===== src/rtl/rbsa_pkg.sv =====
package rbsa_pkg;

   localparam int OFFSET_BITS = 16;
   localparam int SIZE_BITS   = OFFSET_BITS + 1;
   localparam int ALIGN_BITS  = 2;

   localparam logic [SIZE_BITS-1:0] POOL_SIZE_RESET = SIZE_BITS'(1) << OFFSET_BITS;
   localparam logic [SIZE_BITS-1:0] CAP_MIN = SIZE_BITS'(1) << ALIGN_BITS;
   localparam logic [SIZE_BITS-1:0] CAP_MAX = SIZE_BITS'(1) << OFFSET_BITS;

   typedef enum logic {
      OP_ALLOCATE = 1'b0,
      OP_RELEASE  = 1'b1
   } operation_type;

   typedef enum logic [1:0] {
      STATUS_OK        = 2'd0,
      STATUS_NO_ROOM   = 2'd1,
      STATUS_TOO_LARGE = 2'd2
   } status_type;

   typedef struct packed {
      operation_type          operation;
      logic [SIZE_BITS-1:0]   request_size;
      logic [OFFSET_BITS-1:0] release_offset;
      logic [SIZE_BITS-1:0]   release_real_size;
      logic                   release_valid;
   } req_word_type;

   typedef struct packed {
      status_type             status;
      logic [OFFSET_BITS-1:0] grant_offset;
      logic [SIZE_BITS-1:0]   grant_real_size;
   } rsp_word_type;

endpackage


===== src/rtl/ring_buffer_space_allocator.sv =====
// channel   | ports                                   | direction | handshake
// ----------+-----------------------------------------+-----------+---------------------------
// request   | start, busy, req_word                   | in        | start && !busy
// response  | rsp_strobe, rsp_word                    | out       | rsp_strobe, one cycle
// csr       | csr_valid, csr_ready, csr_data          | in        | csr_valid && csr_ready
//
// a request word can be taken every cycle while busy is low; its response word goes through
// the input register, then the decision logic into the response register, whose outputs drive
// the response ports
// state updates at the edge that loads the response, so back-to-back requests chain
// busy is high only during synchronous reset, which clears state and pool size to 65536
// csr_ready is always high; the receiver cannot stall, each response lasts one cycle
module ring_buffer_space_allocator import rbsa_pkg::*; (
   input  logic                 clock,
   input  logic                 reset,
   input  logic                 start,
   output logic                 busy,
   input  req_word_type         req_word,
   output logic                 rsp_strobe,
   output rsp_word_type         rsp_word,
   input  logic                 csr_valid,
   output logic                 csr_ready,
   input  logic [SIZE_BITS-1:0] csr_data
);

   // pool size register
   logic [SIZE_BITS-1:0] pool_size_ff, pool_size_in;
   logic [SIZE_BITS-1:0] capacity;

   // input register
   logic                 item_valid_ff, item_valid_in;
   req_word_type         item_ff;

   // response register
   logic                 rsp_strobe_ff;
   rsp_word_type         rsp_word_ff;
   rsp_word_type         result;

   assign busy      = reset;
   assign csr_ready = 1'b1;

   assign pool_size_in  = (csr_valid && csr_ready) ? csr_data : pool_size_ff;
   assign item_valid_in = start && !busy;

   // capacity in use is the pool size clamped to the legal range
   always_comb begin
      if (pool_size_ff < CAP_MIN) begin
         capacity = CAP_MIN;
      end else if (pool_size_ff > CAP_MAX) begin
         capacity = CAP_MAX;
      end else begin
         capacity = pool_size_ff;
      end
   end

   always_ff @(posedge clock) begin
      if (reset) begin
         pool_size_ff  <= POOL_SIZE_RESET;
         item_valid_ff <= 1'b0;
         rsp_strobe_ff <= 1'b0;
      end else begin
         pool_size_ff  <= pool_size_in;
         item_valid_ff <= item_valid_in;
         rsp_strobe_ff <= item_valid_ff;
      end
   end

   // payload registers, no reset needed
   always_ff @(posedge clock) begin
      if (item_valid_in) begin
         item_ff <= req_word;
      end
      if (item_valid_ff) begin
         rsp_word_ff <= result;
      end
   end

   // decision logic and the ring state
   rbsa_alloc_core u_core (
      .clock      (clock),
      .reset      (reset),
      .item_valid (item_valid_ff),
      .item       (item_ff),
      .capacity   (capacity),
      .result     (result)
   );

   assign rsp_strobe = rsp_strobe_ff;
   assign rsp_word   = rsp_word_ff;

   // every accepted word gives one response, through the input and response registers
   a_rsp_follows: assert property (@(posedge clock) disable iff (reset)
      (start && !busy) |=> ##1 rsp_strobe)
      else $error("response missing for accepted request");

   // no response unless the input register held a valid request before it
   a_no_spurious: assert property (@(posedge clock) disable iff (reset)
      (rsp_strobe && !$past(reset)) |-> $past(item_valid_ff))
      else $error("response without request");

   // refused requests carry no offset
   a_refused_offset: assert property (@(posedge clock) disable iff (reset)
      (rsp_strobe && rsp_word.status != STATUS_OK) |-> (rsp_word.grant_offset == '0))
      else $error("refused request has an offset");

   // sizes are aligned unless saturated on a too-large request
   a_size_aligned: assert property (@(posedge clock) disable iff (reset)
      (rsp_strobe && rsp_word.status != STATUS_TOO_LARGE)
         |-> (rsp_word.grant_real_size[ALIGN_BITS-1:0] == '0))
      else $error("reported size not aligned");

endmodule


===== src/rtl/rbsa_alloc_core.sv =====
module rbsa_alloc_core import rbsa_pkg::*; (
   input  logic                 clock,
   input  logic                 reset,
   input  logic                 item_valid,
   input  req_word_type         item,
   input  logic [SIZE_BITS-1:0] capacity,
   output rsp_word_type         result
);

   logic [SIZE_BITS-1:0] used_start_ff, used_start_in;
   logic [SIZE_BITS-1:0] used_end_ff, used_end_in;
   logic                 pool_full_ff, pool_full_in;

   logic [SIZE_BITS:0]   rel_sum;
   logic [SIZE_BITS-1:0] rel_start;
   logic [SIZE_BITS:0]   round_sum;
   logic [SIZE_BITS:0]   real_size;
   logic [SIZE_BITS-1:0] sat_size;
   logic [SIZE_BITS:0]   total;
   logic [SIZE_BITS:0]   remaining;
   logic [SIZE_BITS+1:0] end_sum;
   logic                 tail_fits;
   logic                 wrap_ok;

   // release: start moves past the freed region, clamped to capacity
   assign rel_sum   = {2'b00, item.release_offset} + {1'b0, item.release_real_size};
   assign rel_start = (rel_sum > {1'b0, capacity}) ? capacity : rel_sum[SIZE_BITS-1:0];

   // round up to the alignment
   assign round_sum = {1'b0, item.request_size} + (SIZE_BITS+1)'((1 << ALIGN_BITS) - 1);
   assign real_size = {round_sum[SIZE_BITS:ALIGN_BITS], ALIGN_BITS'(0)};
   assign sat_size  = real_size[SIZE_BITS] ? '1 : real_size[SIZE_BITS-1:0];

   // free space
   assign total = {1'b0, capacity} + {1'b0, used_start_ff};
   always_comb begin
      if (used_start_ff > used_end_ff || pool_full_ff) begin
         remaining = (used_start_ff > used_end_ff)
                   ? {1'b0, used_start_ff - used_end_ff} : '0;
      end else begin
         remaining = (total > {1'b0, used_end_ff}) ? total - {1'b0, used_end_ff} : '0;
      end
   end

   assign end_sum   = {2'b00, used_end_ff} + {1'b0, real_size};
   assign tail_fits = end_sum <= {2'b00, capacity};
   assign wrap_ok   = (real_size < {1'b0, used_start_ff}) || (used_start_ff == used_end_ff);

   always_comb begin
      used_start_in          = used_start_ff;
      used_end_in            = used_end_ff;
      pool_full_in           = pool_full_ff;
      result.status          = STATUS_OK;
      result.grant_offset    = '0;
      result.grant_real_size = '0;
      case (item.operation)
         OP_RELEASE: begin
            if (item.release_valid) begin
               used_start_in = rel_start;
               pool_full_in  = 1'b0;
            end
         end
         OP_ALLOCATE: begin
            result.grant_real_size = sat_size;
            if (remaining < real_size) begin
               result.status = (real_size > {1'b0, capacity}) ? STATUS_TOO_LARGE
                                                              : STATUS_NO_ROOM;
            end else if (!tail_fits && !wrap_ok) begin
               result.status = STATUS_NO_ROOM;
            end else begin
               if (tail_fits) begin
                  result.grant_offset = used_end_ff[OFFSET_BITS-1:0];
                  used_end_in         = end_sum[SIZE_BITS-1:0];
               end else begin
                  used_end_in = real_size[SIZE_BITS-1:0];
               end
               pool_full_in = (used_end_in == used_start_ff);
            end
         end
         default: begin
            result.status = STATUS_OK;
         end
      endcase
   end

   always_ff @(posedge clock) begin
      if (reset) begin
         used_start_ff <= '0;
         used_end_ff   <= '0;
         pool_full_ff  <= 1'b0;
      end else if (item_valid) begin
         used_start_ff <= used_start_in;
         used_end_ff   <= used_end_in;
         pool_full_ff  <= pool_full_in;
      end
   end

endmodule

===== config.mk =====
export PLATFORM = sky130hd
export DESIGN_NAME = ring_buffer_space_allocator
export DESIGN_NICKNAME = d
export VERILOG_FILES = /design/src/rtl/rbsa_pkg.sv /design/src/rtl/ring_buffer_space_allocator.sv /design/src/rtl/rbsa_alloc_core.sv
export SDC_FILE = /design/constraint.sdc
export NUM_CORES = 1
export LEC_CHECK = 0
export BUFFER_PORTS_ARGS = -buffer_cell sky130_fd_sc_hd__buf_2
export CORE_MARGIN = 4
export CORE_UTILIZATION = 32
export CTS_BUF_LIST = sky130_fd_sc_hd__clkbuf_8
export DETAILED_ROUTE_END_ITERATION = 7
export HOLD_SLACK_MARGIN = 0.15
export PLACE_DENSITY_LB_ADDON = 0.08
export SYNTH_ARGS = -nofsm -noshare
export SYNTH_HDL_FRONTEND = slang
export SYNTH_SLANG_ARGS = --single-unit

===== constraint.sdc =====
create_clock -name clock -period 8.35 [get_ports clock]
set_clock_uncertainty 0.15 [all_clocks]
set_input_delay 2.505 -clock clock [delete_from_list [all_inputs] [get_ports clock]]
set_output_delay 2.505 -clock clock [all_outputs]
set_load 0.01 [all_outputs]

==> impl_metrics.env <==
export IMPL_fin_ws_ns=-0.07474
export IMPL_antenna_found_initial=0
export IMPL_h_tree_depth=4
export IMPL_crit_path_max_fanout=6
export IMPL_cts_tree="built"
export IMPL_yosys_register_bits=140
export IMPL_regArea_um2=3666
export IMPL_tns_ns=-0.3211
export IMPL_cts_sinks=140
export IMPL_multiInputGateArea_um2=7696
export IMPL_cts_buffers=17
export IMPL_n_fill_cell=3537
export IMPL_syn_area_um2=11360
export IMPL_grtUsageTotal_pct=20.51
export IMPL_grt_remaining_overflow=0
export IMPL_violations="negative setup slack"
export IMPL_p_leak_nw=6.198
export IMPL_num_io_pins=111
export IMPL_ant_nets=0
export IMPL_clockBufferDepth=2
export IMPL_synth_ff_type="edfxtp_1"
export IMPL_diodes=0
export IMPL_grt_pass1_wl_um=60060
export IMPL_cp_slowest_cell="or4_4"
export IMPL_die_w_um=196.4
export IMPL_initial_core_util_pct=32.65
export IMPL_cts_root_buf="clkbuf_8"
export IMPL_synth_async_reset_ratio_pct=0
export IMPL_drc_errors=0
export IMPL_worstSkewPairLatency_ns=0.50
export IMPL_crit_path_end_kind="flop"
export IMPL_cp_top_family="compound AO/OA/AOI/OAI gates"
export IMPL_synth_avg_cell_area_um2=9.040
export IMPL_first_pass_iters=5
export IMPL_drive_gt1_share_pct=24.70
export IMPL_ir_drop_uv=284.4
export IMPL_vias_per_cell=5.264
export IMPL_via_count=10300
export IMPL_crit_path_start_kind="flop"
export IMPL_post_dp_hpwl_um=32470
export IMPL_rows=68
export IMPL_cp_required_ns=8.60
export IMPL_numPortBuffers=109
export IMPL_yosysUniqueCellTypes=72
export IMPL_path_clk_slew_ns=0.09
export IMPL_final_cell_mix="159 x ha_1, 127 x buf_4, 110 x buf_2"
export IMPL_yosysSeqAreaShare_pct=32.24
export IMPL_period_needed_ns=8.425
export IMPL_run_status="complete, but fails checks"
export IMPL_clock_fmax_ghz=0.1187
export IMPL_worst_pin_slew_ns=1.220
export IMPL_core_area_um2=34800
export IMPL_cp_slowest_stage_delay_ns=0.54
export IMPL_period_share_pct=100.9
export IMPL_hold_viol=0
export IMPL_hold_class="flop to flop"
export IMPL_cp_common_cell="a21oi_2"
export IMPL_first_iter_violations=579
export IMPL_finalSetupViolCount=11
export IMPL_crit_arrival_ns=8.67
export IMPL_synth_edf_count=86
export IMPL_whs_ns=0.3940
export IMPL_dieHeight_um=196.4
export IMPL_rsz0062_at_grt="true"
export IMPL_syn2layout_area_growth_pct=27.09
export IMPL_worstSetupPathType="flop to flop"
export IMPL_grt_pass1_vias=9930
export IMPL_synthCells=1257
export IMPL_post_route_util_pct=41.50
export IMPL_syn_nets=1494
export IMPL_mostFrequentLayoutCell="ha_1"
export IMPL_power_total_mw=6.319
export IMPL_grt_max_degree=54
export IMPL_drt_total_wl_um=40770
export IMPL_crit_buf_inv=5
export IMPL_maxCapViolCount=0
export IMPL_yosys_warnings=0
export IMPL_power_density_nw_per_um2=437.5
export IMPL_drv_slew=0
export IMPL_nNetsFinal=1726
export IMPL_routabilityCongestion=0.9117
export IMPL_wl_per_cell_um=20.83
export IMPL_slew_headroom_pct=18.65
export IMPL_dieArea_um2=38590
[registers in the layout, summed over array words and instances (netlist names)]
register,cells
item_ff,52
item_valid_ff,1
pool_size_ff,17
rsp_strobe,1
rsp_word,34
u_core.pool_full_ff,1
u_core.used_end_ff,17
u_core.used_start_ff,17
[synth_stat cells (all sizes together) (11+ instances only)]
cell	instances	area share, %
mux2i	33	2.9
inv	97	3.2
o21a	18	1.2
ha	161	18
xor2	26	2.0
nor3	22	0.97
a211oi	40	2.7
nand3	22	0.97
nor4	26	1.5
nand2	80	2.6
nor2	113	3.7
nor2b	17	0.94
o21ai	43	1.9
dfxtp	54	9.5
clkbuf	30	0.99
o22ai	13	0.72
a21o	28	1.8
nand4	22	1.2
o211ai	11	0.73
a21oi	108	4.8
edfxtp	86	23
o21bai	12	0.79
xnor2	64	4.9
[timing repair]
item | in CTS | in global routing
gates resized for setup | 26 | 91
setup buffers | 5 | 18
endpoints found under the setup margin | 33 | 36
hold buffers | 0 | 0
cloned | 1 | 1
pin swaps | 18 | 50
[logic make-up after synthesis]
logic type | count (synthesis) | synth area share [%]
flip-flops | 140 | 32.24
AND/OR/NAND/NOR | 349 | 14.88
adder cells (fa/ha/maj) | 164 | 18.26
buffers and inverters | 134 | 4.624
AO/OA/AOI/OAI | 345 | 20.03
multiplexers | 34 | 3.006
XOR/XNOR | 90 | 6.937
other | 1 | 0.03300
[worst paths after layout]
kind / startpoint / endpoint / slack [ns] / cells past startpoint
max: pool_size_ff[2]$_SDFFE_PP0P_ / u_core.used_end_ff[9]$_SDFFE_PP0P_ / -0.07 / 38
min: u_core.used_end_ff[6]$_SDFFE_PP0P_ / u_core.used_end_ff[6]$_SDFFE_PP0P_ / 0.39 / 2
max reg2reg: pool_size_ff[2]$_SDFFE_PP0P_ / u_core.used_end_ff[9]$_SDFFE_PP0P_ / -0.07 / 38
min reg2reg: u_core.used_end_ff[6]$_SDFFE_PP0P_ / u_core.used_end_ff[6]$_SDFFE_PP0P_ / 0.39 / 2
[where the power goes]
group | switching [mW] | leakage [nW] | internal [mW]
Combinational | 2.67 | 4.74 | 2.15
Clock | 0.290 | 0.214 | 0.337
Sequential | 0.0588 | 1.24 | 0.811
[final cells by class]
class	instances	share of cell area, %
Sequential cell	140	25.39
Tap cell	455	3.942
Clock buffer	19	1.811
Inverter	97	2.521
Timing Repair Buffer	250	11.85
Multi-Input combinational cell	983	53.29
Clock inverter	13	1.196
[stage by stage]
stage	instances	cell area (um2)	setup slack [ns]
finish	1957	14440	-0.07474
floorplan	1257	11370	0.07806
CTS	1939	13810	0.002069
global placement	1901	13220	-0.1959
global route	1957	14440	-0.4483
detailed placement	1901	13220	-0.3568
[worst min-delay path: stages (launching register included)]
cell and delay [ns]:
dfxtp_1 0.37, nand2_1 0.08, a21oi_1 0.06
[per-layer routing]
layer	vias to the layer above	track usage, %	share of wire, %
met1	4881	29.18	48
met5	-	0	0
met3	41	2.906	3.8
met2	227	33.07	46
met4	0	4.939	2.3
li1	5152	-	-
Power figures use the tool's default switching activity.
